<file path="src/systolic_inversion_cell_top_macros.svh">
// assertion macros for the systolic inversion cell
`ifndef SYSTOLIC_INVERSION_CELL_TOP_MACROS_SVH
`define SYSTOLIC_INVERSION_CELL_TOP_MACROS_SVH

// implication checked on every rising clock edge outside reset
`define SIC_ASSERT_IMP(label, ante, cons, msg) \
  label: assert property (@(posedge clk) disable iff (!rst_n) (ante) |-> (cons)) \
    else $error(msg);

// next-cycle implication checked outside reset
`define SIC_ASSERT_NXT(label, ante, cons, msg) \
  label: assert property (@(posedge clk) disable iff (!rst_n) (ante) |=> (cons)) \
    else $error(msg);

`endif

</file>
<file path="src/sic_pkg.sv">
// ----------------------------------------------------------------------------
// sic_pkg
// Shared types, constants and float helpers for the systolic inversion cell.
// ----------------------------------------------------------------------------
`timescale 1ns / 1ps
`default_nettype none
package sic_pkg;

  localparam int unsigned WordW  = 32;
  localparam int unsigned MantW  = 24;

  localparam logic [WordW-1:0] CanonNan = 32'h7FC0_0000;
  localparam logic [WordW-1:0] FloatOne = 32'h3F80_0000;
  localparam logic [WordW-1:0] PosZero  = 32'h0000_0000;

  // operation codes for the shared unit
  localparam logic [1:0] OpDiv = 2'd0;
  localparam logic [1:0] OpMul = 2'd1;
  localparam logic [1:0] OpSub = 2'd2;

  typedef struct packed {
    logic       start;
    logic [1:0] op;
  } fpu_ctl_t;

  typedef struct packed {
    logic done;
  } fpu_sts_t;

  function automatic logic is_nan(input logic [WordW-1:0] v);
    return (v[30:23] == 8'hFF) && (v[22:0] != 23'd0);
  endfunction

  function automatic logic [WordW-1:0] canon(input logic [WordW-1:0] v);
    return is_nan(v) ? CanonNan : v;
  endfunction

endpackage
`default_nettype wire

</file>
<file path="src/systolic_inversion_cell_top.sv">
// ----------------------------------------------------------------------------
// systolic_inversion_cell_top
// One cell of a systolic matrix inversion array on single-precision floats.
// ----------------------------------------------------------------------------
//  channel   direction  signals
//  in_       input      in_valid, in_ready, in_x_value, in_y_value, in_load_factor
//  out_      output     out_valid, out_ready, out_x_passed, out_y_result, out_factor_now
//  cfg_      input      cfg_we, cfg_cell_kind
//
//  a load beat divides on the shared unit (one quotient bit a cycle in the divider)
//  an apply beat in an internal cell multiplies, then subtracts on the same unit; in a
//  boundary cell it only multiplies and negates; zero, infinite or NaN operands finish sooner
//  reset is synchronous; it clears the factor to +0 and the kind to internal
//  in_ready is low from acceptance until the result beat leaves the output register
// ----------------------------------------------------------------------------
`timescale 1ns / 1ps
`default_nettype none
`include "systolic_inversion_cell_top_macros.svh"
module systolic_inversion_cell_top (
  input  wire logic        clk,
  input  wire logic        rst_n,
  input  wire logic        cfg_we,
  input  wire logic        cfg_cell_kind,
  input  wire logic        in_valid,
  output logic             in_ready,
  input  wire logic [31:0] in_x_value,
  input  wire logic [31:0] in_y_value,
  input  wire logic        in_load_factor,
  output logic             out_valid,
  input  wire logic        out_ready,
  output logic [31:0]      out_x_passed,
  output logic [31:0]      out_y_result,
  output logic [31:0]      out_factor_now
);
  import sic_pkg::*;

  localparam logic [2:0] SIdle = 3'd0;
  localparam logic [2:0] SLoad = 3'd1;
  localparam logic [2:0] SMul  = 3'd2;
  localparam logic [2:0] SSub  = 3'd3;
  localparam logic [2:0] SOut  = 3'd4;

  logic [2:0]  st_r, st_nxt;
  logic        kind_r;
  logic [31:0] factor_r, factor_nxt;
  logic [31:0] x_r, y_r, yres_r, yres_nxt;
  logic        load_r;
  logic        issue_r, issue_nxt;
  fpu_ctl_t    ctl;
  fpu_sts_t    sts;
  logic [31:0] fa, fb, fres;

  sic_fpu u_fpu (
    .clk   (clk),
    .rst_n (rst_n),
    .ctl   (ctl),
    .op_a  (fa),
    .op_b  (fb),
    .sts   (sts),
    .res   (fres)
  );

  always_comb begin
    ctl.start = issue_r;
    ctl.op    = OpDiv;
    fa        = y_r;
    fb        = x_r;
    case (st_r)
      SLoad: begin
        ctl.op = OpDiv;
        fa     = kind_r ? FloatOne : y_r;
      end
      SMul: begin
        ctl.op = OpMul;
        fa     = factor_r;
      end
      SSub: begin
        ctl.op = OpSub;
        fb     = yres_r;
      end
      default: ;
    endcase
  end

  always_comb begin
    st_nxt     = st_r;
    factor_nxt = factor_r;
    yres_nxt   = yres_r;
    issue_nxt  = 1'b0;
    unique case (st_r)
      SIdle: begin
        if (in_valid) begin
          st_nxt    = in_load_factor ? SLoad : SMul;
          issue_nxt = 1'b1;
        end
      end
      SLoad: begin
        if (sts.done) begin
          factor_nxt = fres;
          yres_nxt   = PosZero;
          st_nxt     = SOut;
        end
      end
      SMul: begin
        if (sts.done) begin
          yres_nxt = fres;
          if (kind_r) begin
            yres_nxt = is_nan(fres) ? CanonNan : {~fres[31], fres[30:0]};
            st_nxt   = SOut;
          end else begin
            st_nxt    = SSub;
            issue_nxt = 1'b1;
          end
        end
      end
      SSub: begin
        if (sts.done) begin
          yres_nxt = canon(fres);
          st_nxt   = SOut;
        end
      end
      SOut: begin
        if (out_ready) st_nxt = SIdle;
      end
      default: st_nxt = SIdle;
    endcase
  end

  always_ff @(posedge clk) begin
    if (!rst_n) begin
      st_r     <= SIdle;
      kind_r   <= 1'b0;
      factor_r <= PosZero;
      issue_r  <= 1'b0;
    end else begin
      st_r     <= st_nxt;
      factor_r <= factor_nxt;
      issue_r  <= issue_nxt;
      if (cfg_we) kind_r <= cfg_cell_kind;
    end
    yres_r <= yres_nxt;
    if (in_valid && in_ready) begin
      x_r    <= in_x_value;
      y_r    <= in_y_value;
      load_r <= in_load_factor;
    end
  end

  assign in_ready       = (st_r == SIdle);
  assign out_valid      = (st_r == SOut);
  assign out_x_passed   = x_r;
  assign out_y_result   = yres_r;
  assign out_factor_now = factor_r;

  `SIC_ASSERT_IMP(a_excl, in_ready, !out_valid, "ready and valid together")
  `SIC_ASSERT_IMP(a_load_zero, out_valid && load_r, out_y_result == PosZero, "load beat y not zero")
  `SIC_ASSERT_NXT(a_hold, out_valid && !out_ready, out_valid && $stable(out_y_result), "result dropped")

endmodule
`default_nettype wire

</file>
<file path="src/sic_fpu.sv">
// ----------------------------------------------------------------------------
// sic_fpu
// Shared float unit: divide (one quotient bit a cycle), multiply, subtract.
// Round to nearest even, subnormals kept, NaN results canonical.
// ----------------------------------------------------------------------------
`timescale 1ns / 1ps
`default_nettype none
module sic_fpu (
  input  wire logic                    clk,
  input  wire logic                    rst_n,
  input  wire sic_pkg::fpu_ctl_t       ctl,
  input  wire logic [31:0]             op_a,
  input  wire logic [31:0]             op_b,
  output sic_pkg::fpu_sts_t            sts,
  output logic [31:0]                  res
);
  import sic_pkg::*;

  localparam logic [2:0] StIdle  = 3'd0;
  localparam logic [2:0] StPrep  = 3'd1;
  localparam logic [2:0] StDiv   = 3'd2;
  localparam logic [2:0] StMul   = 3'd3;
  localparam logic [2:0] StNorm  = 3'd4;
  localparam logic [2:0] StRound = 3'd5;
  localparam logic [2:0] StDone  = 3'd6;

  logic [2:0]  st_r, st_nxt;
  logic [1:0]  op_r, op_nxt;
  logic [31:0] a_r, a_nxt, b_r, b_nxt;
  logic [31:0] res_r, res_nxt;
  logic        sign_r, sign_nxt;
  logic signed [10:0] exp_r, exp_nxt;
  // working significand: 50 bits including sticky
  logic [49:0] man_r, man_nxt;
  logic [25:0] rem_r, rem_nxt;
  logic [5:0]  cnt_r, cnt_nxt;

  // unpacked operands
  logic        sa, sb;
  logic [7:0]  ea, eb;
  logic [23:0] ma, mb;
  logic        za, zb, ia, ib, na, nb;
  logic signed [10:0] xa, xb;
  logic [4:0]  lza, lzb;
  logic [23:0] na_m, nb_m;

  // normalisation helpers
  logic [5:0]  lz;
  logic [49:0] shl;
  logic signed [10:0] e_adj;
  logic [5:0]  rsh;
  logic [49:0] shr_v;
  logic        shr_st;
  logic [24:0] rnd_m;
  logic        g, s, lsb, up;
  logic [8:0]  fexp;

  // subtraction path
  logic [7:0]  sub_ea, sub_eb;
  logic        sub_sa, sub_sb, sub_big;
  logic [7:0]  ed;
  logic [49:0] al_b, al_s;
  logic        al_st;
  logic [26:0] sm_big, sm_small;
  logic [27:0] sm_sum;

  function automatic logic [4:0] lead0_24(input logic [23:0] v);
    logic [4:0] n;
    n = 5'd24;
    for (int i = 0; i < 24; i++) begin
      if (v[i]) n = 5'(23 - i);
    end
    return n;
  endfunction

  function automatic logic [5:0] lead0_50(input logic [49:0] v);
    logic [5:0] n;
    n = 6'd50;
    for (int i = 0; i < 50; i++) begin
      if (v[i]) n = 6'(49 - i);
    end
    return n;
  endfunction

  always_comb begin
    sa = a_r[31]; sb = b_r[31];
    ea = a_r[30:23]; eb = b_r[30:23];
    ma = {(ea != 8'd0), a_r[22:0]};
    mb = {(eb != 8'd0), b_r[22:0]};
    za = (a_r[30:0] == 31'd0);
    zb = (b_r[30:0] == 31'd0);
    ia = (ea == 8'hFF) && (a_r[22:0] == 23'd0);
    ib = (eb == 8'hFF) && (b_r[22:0] == 23'd0);
    na = is_nan(a_r);
    nb = is_nan(b_r);
    lza = lead0_24(ma);
    lzb = lead0_24(mb);
    na_m = ma << lza;
    nb_m = mb << lzb;
    xa = 11'(signed'({3'd0, (ea == 8'd0) ? 8'd1 : ea})) - 11'(signed'({6'd0, lza}));
    xb = 11'(signed'({3'd0, (eb == 8'd0) ? 8'd1 : eb})) - 11'(signed'({6'd0, lzb}));
  end

  // normalise man_r so that bit 48 leads, exponent exp_r refers to bit 48
  always_comb begin
    lz    = lead0_50(man_r);
    shl   = (lz > 6'd1) ? (man_r << (lz - 6'd1)) : man_r;
    e_adj = (lz == 6'd0) ? exp_r + 11'sd1
          : exp_r - 11'(signed'({5'd0, lz})) + 11'sd1;
    if (lz == 6'd0) shl = {1'b0, man_r[49:2], |man_r[1:0]};
  end

  // rounding: man_r normalised, bit 48 leading
  always_comb begin
    if (exp_r < 11'sd1) begin
      rsh = (exp_r < -11'sd48) ? 6'd50 : 6'(11'sd1 - exp_r);
    end else begin
      rsh = 6'd0;
    end
    shr_v  = (rsh >= 6'd50) ? 50'd0 : (man_r >> rsh);
    shr_st = 1'b0;
    for (int i = 0; i < 50; i++) begin
      if (6'(i) < rsh && man_r[i]) shr_st = 1'b1;
    end
    g   = shr_v[24];
    s   = (|shr_v[23:0]) | shr_st;
    lsb = shr_v[25];
    up  = g & (s | lsb);
    rnd_m = {1'b0, shr_v[48:25]} + {24'd0, up};
    if (exp_r < 11'sd1) begin
      fexp = rnd_m[23] ? 9'd1 : 9'd0;
    end else begin
      fexp = 9'(exp_r) + {8'd0, rnd_m[24]};
    end
  end

  // subtraction alignment, guard and round bits kept beside the sticky
  always_comb begin
    sub_sa  = a_r[31];
    sub_sb  = ~b_r[31];
    sub_ea  = (ea == 8'd0) ? 8'd1 : ea;
    sub_eb  = (eb == 8'd0) ? 8'd1 : eb;
    sub_big = (sub_ea > sub_eb) || ((sub_ea == sub_eb) && (ma >= mb));
    ed      = sub_big ? sub_ea - sub_eb : sub_eb - sub_ea;
    al_b    = {(sub_big ? ma : mb), 26'd0};
    al_s    = {(sub_big ? mb : ma), 26'd0};
    al_st   = 1'b0;
    for (int i = 0; i < 50; i++) begin
      if (32'(i) < 32'(ed) && al_s[i]) al_st = 1'b1;
    end
    al_s     = (ed >= 8'd50) ? 50'd0 : (al_s >> ed);
    sm_big   = al_b[49:23];
    sm_small = {al_s[49:24], al_s[23] | (|al_s[22:0]) | al_st};
    sm_sum   = (sub_sa == sub_sb) ? {1'b0, sm_big} + {1'b0, sm_small}
             : {1'b0, sm_big} - {1'b0, sm_small};
  end

  always_comb begin
    st_nxt   = st_r;
    op_nxt   = op_r;
    a_nxt    = a_r;
    b_nxt    = b_r;
    res_nxt  = res_r;
    sign_nxt = sign_r;
    exp_nxt  = exp_r;
    man_nxt  = man_r;
    rem_nxt  = rem_r;
    cnt_nxt  = cnt_r;
    unique case (st_r)
      StIdle: begin
        if (ctl.start) begin
          op_nxt = ctl.op;
          a_nxt  = op_a;
          b_nxt  = op_b;
          st_nxt = StPrep;
        end
      end
      StPrep: begin
        st_nxt = StNorm;
        case (op_r)
          OpDiv: begin
            sign_nxt = sa ^ sb;
            if (na || nb || (za && zb) || (ia && ib)) begin
              res_nxt = CanonNan; st_nxt = StDone;
            end else if (ia || zb) begin
              res_nxt = {sa ^ sb, 31'h7F80_0000}; st_nxt = StDone;
            end else if (za || ib) begin
              res_nxt = {sa ^ sb, 31'd0}; st_nxt = StDone;
            end else begin
              // restoring divide, 26 quotient bits
              exp_nxt = xa - xb + 11'sd127;
              rem_nxt = {1'b0, na_m, 1'b0};
              a_nxt   = {8'd0, na_m};
              b_nxt   = {8'd0, nb_m};
              man_nxt = '0;
              cnt_nxt = 6'd26;
              st_nxt  = StDiv;
            end
          end
          OpMul: begin
            sign_nxt = sa ^ sb;
            if (na || nb || (ia && zb) || (za && ib)) begin
              res_nxt = CanonNan; st_nxt = StDone;
            end else if (ia || ib) begin
              res_nxt = {sa ^ sb, 31'h7F80_0000}; st_nxt = StDone;
            end else if (za || zb) begin
              res_nxt = {sa ^ sb, 31'd0}; st_nxt = StDone;
            end else begin
              exp_nxt = xa + xb - 11'sd127;
              a_nxt   = {8'd0, na_m};
              b_nxt   = {8'd0, nb_m};
              st_nxt  = StMul;
            end
          end
          default: begin
            // a - b
            if (na || nb || (ia && ib && (sa == b_r[31]))) begin
              res_nxt = CanonNan; st_nxt = StDone;
            end else if (ia) begin
              res_nxt = a_r; st_nxt = StDone;
            end else if (ib) begin
              res_nxt = {~b_r[31], b_r[30:0]}; st_nxt = StDone;
            end else begin
              sign_nxt = sub_big ? sub_sa : sub_sb;
              exp_nxt  = 11'(signed'({3'd0, sub_big ? sub_ea : sub_eb})) + 11'sd1;
              man_nxt  = {1'b0, sm_sum[27:0], 21'd0};
              if (sm_sum == 28'd0) begin
                // only minus zero less plus zero keeps the minus sign
                res_nxt = (za && zb) ? {sa & ~b_r[31], 31'd0} : PosZero;
                st_nxt  = StDone;
              end
            end
          end
        endcase
      end
      StDiv: begin
        // b_r holds the divisor significand, one quotient bit a cycle
        if (cnt_r != 6'd0) begin
          if (rem_r >= {1'b0, b_r[23:0], 1'b0}) begin
            rem_nxt = {rem_r - {1'b0, b_r[23:0], 1'b0}} << 1;
            man_nxt = {man_r[48:0], 1'b1};
          end else begin
            rem_nxt = rem_r << 1;
            man_nxt = {man_r[48:0], 1'b0};
          end
          cnt_nxt = cnt_r - 6'd1;
        end else begin
          // unit quotient bit lands on bit 49, one above the reference bit
          man_nxt = {man_r[25:0], 23'd0, (rem_r != 26'd0)};
          exp_nxt = exp_r - 11'sd1;
          st_nxt  = StNorm;
        end
      end
      StMul: begin
        man_nxt = {1'b0, 1'b0, 48'(a_r[23:0] * b_r[23:0])};
        exp_nxt = exp_r + 11'sd2;
        st_nxt  = StNorm;
      end
      StNorm: begin
        man_nxt = shl;
        exp_nxt = e_adj;
        st_nxt  = StRound;
      end
      StRound: begin
        if (fexp >= 9'd255) begin
          res_nxt = {sign_r, 31'h7F80_0000};
        end else begin
          res_nxt = {sign_r, fexp[7:0], rnd_m[22:0]};
        end
        st_nxt = StDone;
      end
      StDone: begin
        st_nxt = StIdle;
      end
      default: st_nxt = StIdle;
    endcase
  end

  always_ff @(posedge clk) begin
    if (!rst_n) begin
      st_r <= StIdle;
    end else begin
      st_r <= st_nxt;
    end
    op_r   <= op_nxt;
    a_r    <= a_nxt;
    b_r    <= b_nxt;
    res_r  <= res_nxt;
    sign_r <= sign_nxt;
    exp_r  <= exp_nxt;
    man_r  <= man_nxt;
    rem_r  <= rem_nxt;
    cnt_r  <= cnt_nxt;
  end

  assign sts.done = (st_r == StDone);
  assign res      = res_r;

endmodule
`default_nettype wire
</file>
<file path="config.mk">
export PLATFORM = sky130hd
export DESIGN_NAME = systolic_inversion_cell_top
export DESIGN_NICKNAME = d
export VERILOG_FILES = /design/src/sic_pkg.sv /design/src/systolic_inversion_cell_top.sv /design/src/sic_fpu.sv
export VERILOG_INCLUDE_DIRS = /design/src /design/src/src
export SDC_FILE = /design/constraint.sdc
export NUM_CORES = 2
export LEC_CHECK = 0
export ABC_AREA = 1
export BUFFER_PORTS_ARGS = -buffer_cell sky130_fd_sc_hd__buf_2
export CAP_MARGIN = 20
export CORE_ASPECT_RATIO = 2
export CORE_MARGIN = 8
export CORE_UTILIZATION = 35
export CTS_CLUSTER_DIAMETER = 80
export DETAILED_ROUTE_END_ITERATION = 8
export GPL_ROUTABILITY_DRIVEN = 0
export REMOVE_ABC_BUFFERS = 1
export SYNTH_ARGS = -nofsm -noshare
export SYNTH_HDL_FRONTEND = slang
export SYNTH_SLANG_ARGS = --single-unit
export TNS_END_PERCENT = 30
</file>
<file path="constraint.sdc">
create_clock -name clk -period 11.62 [get_ports clk]
set_input_delay 1.162 -clock clk [delete_from_list [all_inputs] [get_ports clk]]
set_output_delay 1.162 -clock clk [all_outputs]
set_load 0.03 [all_outputs]
</file>
==> run summary <==
Hold Startpoint = u_fpu.res[23]
Count of final hold-check violations = 0
Area grow syn2layout = 7.174%
Vias in the first global route = 57597
Max Cap Violations = 0
Slew headroom = 13.24%
Distinct cells, synth = 80
Async set or reset register ratio after synthesis = 0%
Worst r2r dst = u_fpu.res[20]
Row count = 205
DP Cell Count = 10012
Clk_lat worst skew = 680 ps
Routed wire per std cell = 25.61 um
Worst setup startpoint = u_fpu.b_r[28]
Hold Crit Class = flop to flop
# nets final = 8934
Yosys warnings = 0
Hold buffer count at cts = 0
Critical Path Fanout Max = 32
Outcome = complete, but fails checks
Total GRT Usage = 29.52%
Design Area, Final = 58880 sq um
CP dominant cell by count = nor2_1
Failing checks = DRC
CTS tree = done
Setup TNS = 0 ps
Worst hold path endpoint = out_factor_now[23]
Initial DRC count = 6895
Worst R2R Path Depth = 64
RSZ-0062 raised after global routing = false
Grt total ovfl = 0
Main synth FF type = edfxtp_1
Vias/cell = 5.721
CP arrival = 10710 ps
Port bufs = 168
Post_cts resized = 0
Crit path launch type = flop
Critical path class = flop to flop
Die height = 576.3 um
Final Skew = 40.19 ps
Setup violations, final = 0
Final hold slack = 549.0 ps
Synth area leader = fa_1
Root Buffer Master = clkbuf_16
Hold Path Stages = 2
Core ar. = 156000 sq um
Syn Inst Count = 8071
Clk buf depth = 3
Post-synth EDFFs = 287
TritonCTS Buffers = 31
Post-route ant nets = 0
DP Wirelength = 196100 um
Count of pins over their slew limit = 0
WP data required = 11960 ps
Yosys reg bits = 327
I/O pins = 169
Crit. End Element = flop
Die Wd = 296.1 um
Setup Buffers After CTS = 0
CTS clock-pin slew for the worst setup and hold paths = 70 ps
Htree depth = 1
Starting Density = 35.23%
Global-route wire length before repair = 373400 um
TritonRoute pass-1 iters = 9
Fmax = 96.42 MHz
Register area share after synthesis = 17.14%
Critical path's slowest cell = ha_1
Reg2reg start = u_fpu.b_r[28]
Largest net degree at the start of global routing = 72
Placement Cell Area = 57760 sq um
Average size of a mapped cell = 6.807 sq um
Final WL = 258100 um
Residual DRC = 3
Area contributors post-synth = fa_1 (18%), edfxtp_1 (16%), nand2_1 (14%)
R2R setup slack = 1250 ps
Crit path largest cell delay = 920 ps
Via Count = 57675
Die area = 170700 sq um
Synthesized area = 54940 sq um
Worst Tran Pin Value = 1288 ps
Clock Sinks = 327
Initial antenna violation count = 24
Non-Filler Instances = 10081
Fraction of layout cells with a size suffix above 1 = 6.543%
Final Critical Period = 10370 ps
Final period util = 89.25%
Post-synth top area share = 17.86%
==> state kept, by name, summed over array words and instances (netlist names) <==
signal,count
y_r,32
issue_r,1
out_x_passed,32
u_fpu.sign_r,1
u_fpu.a_r,32
u_fpu.rem_r,25
u_fpu.b_r,32
u_fpu.man_r,50
st_r,3
u_fpu.st_r,3
out_factor_now,32
u_fpu.res,32
u_fpu.cnt_r,6
kind_r,1
u_fpu.op_r,2
u_fpu.exp_r,11
out_y_result,32
==> worst max path at each step <==
| stage | to | slack, ps | cells after the start |
|---|---|---|---|
| CTS | u_fpu.res[20] | 1520 | 64 |
| finish | u_fpu.res[20] | 1250 | 64 |
| global placement | u_fpu.res[20] | 1410 | 64 |
| floorplan | u_fpu.res[0] | 1110 | 60 |
| global route | u_fpu.res[20] | 190 | 64 |
| detailed placement | u_fpu.res[20] | 1580 | 64 |
==> critical path, delay by kind of cell, from the launching register on <==
family                   cells  cell delay, ps
flip-flops                   1             420
AO/OA/AOI/OAI               13            2170
adder cells (fa/ha/maj)      2            1260
XOR/XNOR                     2             400
buffers and inverters       13            1310
AND/OR/NAND/NOR             34            4440
==> synthesized netlist by cell type (7+ instances only) <==
cell type,number
xnor2_1,22
nand3_1,562
buf_2,41
nor3_1,61
o211ai_1,54
o21ai_0,613
inv_1,1484
mux2i_1,12
nand2_2,12
nor4_1,34
o22ai_1,39
or2_2,12
xor2_1,71
buf_1,83
o21ai_2,10
a21oi_1,373
nand4_1,79
o311ai_0,11
clkinv_1,13
a31oi_1,38
o221ai_1,29
a211oi_1,17
a22oi_1,42
o21ai_1,78
dfxtp_1,40
fa_1,490
nor2_1,536
nand3b_1,16
o21bai_1,19
or2_1,7
a221oi_1,7
edfxtp_1,287
o21a_1,10
buf_6,12
o31ai_1,19
nor3_2,17
o2111ai_1,17
ha_1,390
nand2_1,1988
clkbuf_1,298
inv_2,36
nor2_2,10
==> per-stage QoR <==
| stage | setup WS [ps] | util, % |
|---|---|---|
| detailed placement | 1576 | 37.04 |
| floorplan | 1106 | - |
| finish | 1249 | 37.76 |
| global placement | 1405 | 37.03 |
| global route | 186.6 | 37.75 |
| CTS | 1518 | 37.70 |
==> cell usage in the layout (no fill, tap or decap), types with 40 or more instances in the layout <==
cell type,count
buf_2,168
inv_1,1481
fa_1,490
nor2_1,526
o21ai_0,608
a21oi_1,372
ha_1,390
xor2_1,69
nand2_1,1988
nor3_1,60
nand4_1,79
a22oi_1,42
edfxtp_1,287
o21ai_1,82
o211ai_1,54
inv_2,40
buf_4,141
dfxtp_1,40
nand3_1,562
==> logic make-up (layout without fill, tap and decap cells) <==
kind of cell / after synthesis / after routing / share of synthesized area (%)
compound gates: 1426 / 1426 / 14.87
xor+xnor: 97 / 97 / 1.642
fa+ha+maj: 880 / 880 / 26.74
buf+inv: 1973 / 1909 / 13.77
flops: 327 / 327 / 17.14
mux: 13 / 13 / 0.2437
other cells: 1 / 5 / 0.006826
simple gates: 3354 / 3354 / 25.58
==> metal layers <==
layer | share of wire, % | track usage (%)
met2 | 49 | 51.74
met3 | 8.5 | 6.366
met4 | 12 | 27.19
met5 | 0.029 | 0
met1 | 30 | 28.47
==> layout make-up <==
cell class	count	area, sq um
Antenna cell	3	7.507
Clock buffer	31	775.7
Clock inverter	27	261.5
Fill cell	16806	97070
Inverter	1535	5767
Multi-Input combinational cell	5772	38080
Sequential cell	327	9419
Tap cell	2070	2590
Timing Repair Buffer	316	1979
Power is not shown: default switching activity piles up to over one toggle a cycle in this logic, so the estimate is an artifact.
